--- src/tt_pkg.sv ---
package tt_pkg;

  localparam int RAND_W      = 31;
  localparam int INTV_W      = 32;
  localparam int CNT_W       = 16;
  localparam int EXP_W       = 5;
  localparam int K_W         = 8;
  localparam int CMD_W       = 2;
  localparam int CFG_IDX_W   = 2;
  localparam int CFG_DATA_W  = 8;
  localparam int IN_TDATA_W  = 32;
  localparam int OUT_TDATA_W = 40;

  localparam logic [INTV_W-1:0] INTV_MAX = '1;
  localparam logic [CNT_W-1:0]  CNT_MAX  = '1;

  localparam logic [EXP_W-1:0] IMIN_EXP_RST  = 5'd3;
  localparam logic [EXP_W-1:0] DOUBLINGS_RST = 5'd20;
  localparam logic [K_W-1:0]   K_RST         = 8'd10;

  typedef enum logic [CMD_W-1:0] {
    CMD_TICK  = 2'd0,
    CMD_HEARD = 2'd1,
    CMD_RESET = 2'd2,
    CMD_START = 2'd3
  } cmd_t;

  typedef enum logic [CFG_IDX_W-1:0] {
    REG_IMIN_EXP     = 2'd0,
    REG_DOUBLINGS    = 2'd1,
    REG_REDUNDANCY_K = 2'd2
  } reg_idx_t;

endpackage

--- src/trickle_timer_unit.sv ---
// channel  | direction | tdata                                   | tuser
// in_      | slave     | [30:0] rand_word, [31] zero             | [1:0] cmd
// out_     | master    | [0] transmit, [1] new_interval,         | -
//          |           | [33:2] interval_now, [39:34] zero       |
// cfg_     | write     | cfg_data [7:0], index in cfg_index      | -
//
// an item that starts no new interval goes from exec straight to done
// an item that starts a new interval goes through load, div and fin to done;
// in div the serial remainder unit draws the firing point, one bit per cycle
// one item is in work at a time; the next is accepted once the result is
// registered, even if the output side is still stalled
// reset is synchronous active low and leaves the timer idle until a start

module trickle_timer_unit import tt_pkg::*; (
  input  logic                   clk,
  input  logic                   rst_n,
  input  logic                   in_tvalid,
  output logic                   in_tready,
  input  logic [IN_TDATA_W-1:0]  in_tdata,   // [30:0] rand_word, [31] zero
  input  logic [CMD_W-1:0]       in_tuser,   // [1:0] cmd
  output logic                   out_tvalid,
  input  logic                   out_tready,
  output logic [OUT_TDATA_W-1:0] out_tdata,  // [0] transmit, [1] new_interval,
                                             // [33:2] interval_now, [39:34] zero
  input  logic                   cfg_wr_en,
  input  logic [CFG_IDX_W-1:0]   cfg_index,
  input  logic [CFG_DATA_W-1:0]  cfg_data
);

  typedef enum logic [2:0] {
    ST_IDLE,
    ST_EXEC,
    ST_LOAD,
    ST_DIV,
    ST_FIN,
    ST_DONE
  } state_t;

  state_t                 state_r;
  cmd_t                   cmd_r;
  logic [RAND_W-1:0]      rand_r;
  logic [EXP_W-1:0]       imin_exp_r;
  logic [EXP_W-1:0]       doublings_r;
  logic [K_W-1:0]         k_r;
  logic [INTV_W-1:0]      intv_r;
  logic [INTV_W-1:0]      fire_r;
  logic [INTV_W-1:0]      elapsed_r;
  logic [CNT_W-1:0]       count_r;
  logic                   running_r;
  logic                   tx_r;
  logic                   fresh_r;
  logic                   out_tvalid_r;
  logic [OUT_TDATA_W-1:0] out_tdata_r;

  logic [INTV_W-1:0] imin;
  logic [5:0]        mask_sh;
  logic [RAND_W-1:0] rmask;
  logic [INTV_W:0]   start_sum;
  logic [INTV_W-1:0] start_len;
  logic [5:0]        cap_sh;
  logic [INTV_W-1:0] cap;
  logic [INTV_W:0]   dbl;
  logic [INTV_W-1:0] dbl_len;
  logic [INTV_W-1:0] elapsed_inc;
  logic [INTV_W-1:0] target;
  logic              tx_ok;
  logic [INTV_W-1:0] half;
  logic [INTV_W-1:0] span;
  logic              div_start;
  logic              div_done;
  logic [INTV_W-1:0] div_rem;
  logic              new_intv;
  logic              out_load;

  assign imin = INTV_W'(1) << imin_exp_r;

  // rand mod 4*imin is a mask, as 4*imin is a power of two
  assign mask_sh   = {1'b0, imin_exp_r} + 6'd2;
  assign rmask     = ~({RAND_W{1'b1}} << mask_sh);
  assign start_sum = {1'b0, imin} + {2'b00, rand_r & rmask};
  assign start_len = start_sum[INTV_W] ? INTV_MAX : start_sum[INTV_W-1:0];

  assign cap_sh  = {1'b0, imin_exp_r} + {1'b0, doublings_r};
  assign cap     = cap_sh[5] ? INTV_MAX : (INTV_W'(1) << cap_sh[4:0]);
  assign dbl     = {intv_r, 1'b0};
  assign dbl_len = (dbl > {1'b0, cap} || dbl == '0) ? cap : dbl[INTV_W-1:0];

  assign elapsed_inc = (elapsed_r == INTV_MAX) ? elapsed_r : elapsed_r + 1'b1;
  assign target      = (fire_r == '0) ? INTV_W'(1) : fire_r;
  assign tx_ok       = (k_r == '0) || (count_r < {{(CNT_W-K_W){1'b0}}, k_r});

  // span is ceil(I/2) + 1
  assign half = {1'b0, intv_r[INTV_W-1:1]};
  assign span = half + {{(INTV_W-1){1'b0}}, intv_r[0]} + INTV_W'(1);

  // the executed command opens a new interval
  assign new_intv = (cmd_r == CMD_START) ||
                    (running_r && cmd_r == CMD_RESET) ||
                    (running_r && cmd_r == CMD_TICK && elapsed_inc >= intv_r);

  assign out_load = (state_r == ST_DONE) && (!out_tvalid_r || out_tready);

  assign div_start = (state_r == ST_LOAD);

  tt_mod u_mod (
    .clk      (clk),
    .rst_n    (rst_n),
    .start    (div_start),
    .dividend (rand_r),
    .divisor  (span),
    .done     (div_done),
    .rem      (div_rem)
  );

  always_ff @(posedge clk) begin
    if (!rst_n) begin
      state_r      <= ST_IDLE;
      imin_exp_r   <= IMIN_EXP_RST;
      doublings_r  <= DOUBLINGS_RST;
      k_r          <= K_RST;
      intv_r       <= '0;
      fire_r       <= '0;
      elapsed_r    <= '0;
      count_r      <= '0;
      running_r    <= 1'b0;
      tx_r         <= 1'b0;
      fresh_r      <= 1'b0;
      out_tvalid_r <= 1'b0;
    end else begin
      if (cfg_wr_en) begin
        case (cfg_index)
          REG_IMIN_EXP:     imin_exp_r  <= cfg_data[EXP_W-1:0];
          REG_DOUBLINGS:    doublings_r <= cfg_data[EXP_W-1:0];
          REG_REDUNDANCY_K: k_r         <= cfg_data[K_W-1:0];
          default: ;
        endcase
      end

      if (out_load) begin
        out_tvalid_r <= 1'b1;
      end else if (out_tready) begin
        out_tvalid_r <= 1'b0;
      end

      case (state_r)
        ST_IDLE: begin
          if (in_tvalid) begin
            cmd_r   <= cmd_t'(in_tuser);
            rand_r  <= in_tdata[RAND_W-1:0];
            tx_r    <= 1'b0;
            fresh_r <= 1'b0;
            state_r <= ST_EXEC;
          end
        end
        ST_EXEC: begin
          state_r <= new_intv ? ST_LOAD : ST_DONE;
          case (cmd_r)
            CMD_START: begin
              intv_r    <= start_len;
              running_r <= 1'b1;
              fresh_r   <= 1'b1;
            end
            CMD_RESET: begin
              if (running_r) begin
                intv_r  <= imin;
                fresh_r <= 1'b1;
              end
            end
            CMD_HEARD: begin
              if (running_r && count_r != CNT_MAX) begin
                count_r <= count_r + 1'b1;
              end
            end
            default: begin
              // tick: firing check uses the count as it stands
              if (running_r) begin
                elapsed_r <= elapsed_inc;
                tx_r      <= (elapsed_inc == target) && tx_ok;
                if (elapsed_inc >= intv_r) begin
                  intv_r  <= dbl_len;
                  fresh_r <= 1'b1;
                end
              end
            end
          endcase
        end
        ST_LOAD: begin
          state_r <= ST_DIV;
        end
        ST_DIV: begin
          if (div_done) begin
            state_r <= ST_FIN;
          end
        end
        ST_FIN: begin
          fire_r    <= half + div_rem;
          count_r   <= '0;
          elapsed_r <= '0;
          state_r   <= ST_DONE;
        end
        ST_DONE: begin
          if (out_load) begin
            out_tdata_r  <= {{(OUT_TDATA_W-INTV_W-2){1'b0}},
                             running_r ? intv_r : INTV_W'(0), fresh_r, tx_r};
            state_r      <= ST_IDLE;
          end
        end
        default: state_r <= ST_IDLE;
      endcase
    end
  end

  assign in_tready  = (state_r == ST_IDLE);
  assign out_tvalid = out_tvalid_r;
  assign out_tdata  = out_tdata_r;

endmodule

--- src/tt_mod.sv ---
// bit-serial restoring remainder: one dividend bit shifted in per cycle
module tt_mod import tt_pkg::*; (
  input  logic              clk,
  input  logic              rst_n,
  input  logic              start,
  input  logic [RAND_W-1:0] dividend,
  input  logic [INTV_W-1:0] divisor,
  output logic              done,
  output logic [INTV_W-1:0] rem
);

  localparam int CNT_BITS = $clog2(RAND_W);
  localparam logic [CNT_BITS-1:0] LAST = CNT_BITS'(RAND_W - 1);

  logic                busy_r;
  logic                done_r;
  logic [CNT_BITS-1:0] cnt_r;
  logic [RAND_W-1:0]   quo_r;
  logic [INTV_W-1:0]   div_r;
  logic [INTV_W-1:0]   rem_r;

  logic [INTV_W:0]     sh;
  logic                ge;
  logic [INTV_W-1:0]   rem_nxt;

  // remainder stays below the divisor, so the shifted value fits one extra bit
  assign sh      = {rem_r, quo_r[RAND_W-1]};
  assign ge      = sh >= {1'b0, div_r};
  assign rem_nxt = ge ? INTV_W'(sh - {1'b0, div_r}) : sh[INTV_W-1:0];

  always_ff @(posedge clk) begin
    if (!rst_n) begin
      busy_r <= 1'b0;
      done_r <= 1'b0;
      cnt_r  <= '0;
    end else begin
      done_r <= busy_r && !start && (cnt_r == LAST);
      if (start) begin
        busy_r <= 1'b1;
        cnt_r  <= '0;
        rem_r  <= '0;
        quo_r  <= dividend;
        div_r  <= divisor;
      end else if (busy_r) begin
        rem_r <= rem_nxt;
        quo_r <= {quo_r[RAND_W-2:0], 1'b0};
        cnt_r <= cnt_r + 1'b1;
        if (cnt_r == LAST) begin
          busy_r <= 1'b0;
        end
      end
    end
  end

  assign done = done_r;
  assign rem  = rem_r;

endmodule

--- config.mk ---
export PLATFORM = sky130hd
export DESIGN_NAME = trickle_timer_unit
export DESIGN_NICKNAME = d
export VERILOG_FILES = /design/src/tt_pkg.sv /design/src/trickle_timer_unit.sv /design/src/tt_mod.sv
export SDC_FILE = /design/constraint.sdc
export NUM_CORES = 1
export LEC_CHECK = 0
export BUFFER_PORTS_ARGS = -buffer_cell sky130_fd_sc_hd__buf_2
export CELL_PAD_IN_SITES_DETAIL_PLACEMENT = 1
export CELL_PAD_IN_SITES_GLOBAL_PLACEMENT = 1
export CORE_AREA = 2 2 218 220
export CTS_CLUSTER_DIAMETER = 60
export DETAILED_ROUTE_END_ITERATION = 8
export DIE_AREA = 0 0 220 222
export GPL_TIMING_DRIVEN = 0
export HOLD_SLACK_MARGIN = 0.15
export PLACE_DENSITY = 0.83
export SKIP_CTS_REPAIR_TIMING = 1
export SLEW_MARGIN = 30
export SYNTH_ARGS = -nofsm -noshare
export SYNTH_HDL_FRONTEND = slang
export SYNTH_HIERARCHICAL = 1
export SYNTH_SLANG_ARGS = --single-unit
export TNS_END_PERCENT = 20
--- constraint.sdc ---
create_clock -name clk -period 6.6 [get_ports clk]
set_clock_uncertainty 0.05 [all_clocks]
set_input_delay 0.33 -clock clk [delete_from_list [all_inputs] [get_ports clk]]
set_output_delay 0.33 -clock clk [all_outputs]
set_load 0.02 [all_outputs]
==> out/metrics.cfg <==
[routing]
ant_nets=0
vias_per_cell=6.33
wl_um=90900
drcViolationCount=0
vias=21800
dr.pass1.iters=5
drt-wirelength-per-cell_um=26.4
drt_iter0_drc=1650

[cells_and_area]
layout.nets=3039
regArea_um2=7750
multi_input_comb_area_um2=13800
diodes=0
drive_gt1_share_pct=9.75
fill_cells=5422
postLayoutCoreUtil_pct=55.8
syn2layout_area_growth_pct=14.4

[clock_tree]
cts_root_buf=clkbuf_16
cts_max_path_buffers=3
cts_max_level=2
clkSinkCount=306
cts_tree=done
numCtsBuffers=43
clk_pin_slew_ns=0.06
clock_latency_ns=0.58

[synth]
yosys.area.top_type_share_pct=21.5
synth_top_flop_cell=edfxtp_1
syn-cell-area_um2=22600
synth_common_cells=nor2_1 (252), a21oi_1 (227), nand2_1 (216)
postSynthAreaPerCell_um2=8.60
synthCells=2626
synthArstFlopShare_pct=0
ys_seq_area_share_pct=34.3
synthesis.yosys.warnings=6
ys_seq_elements=306
synth_edf_count=162
synth.distinct_cells=96
synth_area_leaders=edfxtp_1 (22%), dfxtp_1 (13%), ha_1 (9.9%)
yosysMostFrequentCell=nor2_1
synth.largest_area_cell=edfxtp_1

[global_route]
track_usage_pct=35.5
grt_pass1_wl_um=132000
grt-ovfl-total=0
grt_pass1_vias=22200
antenna_found_initial=2
grt_max_degree=42

[timing]
relSlewSlack_pct=31.2
tns_ns=0
slew_violations=0
finalHoldViolCount=0
max_freq_mhz=158
min_period_ns=6.35
min_period_over_period_pct=96.2
setup_violations=0
whs_ns=0.211
tightest_slew_ns=1.03

[critical_path]
cp-startpoint=imin_exp_r[1]$_SDFFE_PN1P_
rr_worst_depth=17
max_stage_delay_ns=0.81
worstReg2RegEnd=intv_r[25]$_SDFFE_PN0P_
crit_slowest_cell=nor2_1
endpoint_kind=flip-flop
cp_max_fo=10
r2r_setup_slack_ns=0.25
crit_path_end=intv_r[25]$_SDFFE_PN0P_
arrival_ns=6.77
crit_type=reg -> reg
crit_chain=clkbuf_1 > inv_1 > nor2_1 > nand2_1 > o21a_1 > ha_1 > fa_1 > a21oi_1 > o21ai_0 > a31oi_1 > o21ai_0 > a21oi_1 > o21ai_2 > a31o_2 > a21boi_2 > o221ai_1 > o221a_2
r2r-start=imin_exp_r[1]$_SDFFE_PN1P_
crit_path_start_kind=flip-flop
required_ns=7.02

[run]
cap_violations=0

[floorplanning]
ioPinCount=91
floorplan.initialDensity_pct=48.8
die_x_um=220
core_area_um2=46300
rows=79
die_area_um2=48800
die_y_um=222

[outcome]
status=completed

[power]
power.leakage_nw=10.2
peakVddDrop_mv=0.226
power.density_nw_per_um2=293

[hold_path]
hold_path_class=in -> reg
min_path_cells=3
hold_start=rst_n

[place]
dp_hpwl_um=68800
io_buffers=83
gp_congestion=0.973

## layout make-up
cell class | instances | share of cell area (%)
buffer | 138 | 2.47
clock buffer | 52 | 4.58
clock inverter | 27 | 0.993
inverter | 120 | 1.74
multi-input combinational | 2067 | 53.6
sequential | 306 | 30.0
tap | 607 | 2.94
timing repair buffer | 131 | 3.71
## cells by family after synthesis
kind of cell	after synthesis	synth area share (%)
adders and majority gates	183	10.3
muxes	63	2.96
buffers and inverters	258	4.80
and+or+nand+nor	916	20.0
AOI/OAI and AO/OA	716	20.5
DFF	306	34.3
xor gates and xnor gates	183	7.16
other	1	0.0166
## worst max-delay path, delay by kind of cell, from the launching register on
family / cells / cell delay [ns]
AO/OA/AOI/OAI: 11 / 3.32
AND/OR/NAND/NOR: 2 / 1.04
flip-flops: 1 / 0.43
buffers and inverters: 2 / 0.68
adder cells (fa/ha/maj): 2 / 0.69
## per-stage QoR
stage	total power [mW]	setup WS, ns	std cells	instance area [µm²]
after floorplan	4.08	1.93	2631	22600
after global placement	5.01	-0.0741	3321	23800
final	7.56	0.252	3448	25800
after CTS	7.44	-0.00210	3404	25400
after detailed placement	5.08	0.0456	3325	23900
after global routing	7.86	-0.102	3448	25800
## placed cells by master, fill, tap and decap left out, drive strengths merged, types with 35 or more instances in the layout
master	n
a21o	52
a21oi	228
a31oi	37
and3	40
buf	128
clkbuf	149
dfxtp	144
dlygate4sd3	44
edfxtp	162
ha	179
inv	126
nand2	217
nand3	68
nand4	56
nor2	253
nor2b	63
nor3	70
o21a	35
o21ai	153
xnor2	101
xor2	81
## worst min path at each step
stage	end	slack, ns
floorplan	out_tdata[0]$_DFFE_PP_	0.36
CTS	rand_r[15]$_DFFE_PP_	-0.15
detailed placement	out_tdata[1]$_DFFE_PP_	0.37
finish	u_mod/cnt_r[0]$_SDFFE_PP0P_	0.21
global placement	out_tdata[1]$_DFFE_PP_	0.38
global route	imin_exp_r[0]$_SDFFE_PN1P_	0.20
## power by group
group	internal (mW)	total (mW)	switching, mW
clock network	1.41	2.37	0.965
logic	0.907	2.77	1.86
registers	2.20	2.42	0.221
total	4.51	7.56	3.05
## sequential cells by signal (all words and copies together), names as in the netlist, 8 cells and up
name         cells
fire_r          32
intv_r          32
u_mod/div_r     32
u_mod/rem       32
rand_r          31
count_r         16
out_tdata       34
u_mod/quo_r     31
k_r              8
elapsed_r       32
## layer usage
metal | global-route usage (%) | wire length (µm) | vias to the layer above
met3 | 4.20 | 4710 | 272
met2 | 59.9 | 43500 | 774
met1 | 44.3 | 37300 | 10800
met5 | 0 | 0 | -
li1 | - | - | 9943
met4 | 18.2 | 5370 | 0
No activity file was read; power rests on OpenSTA's default activity.
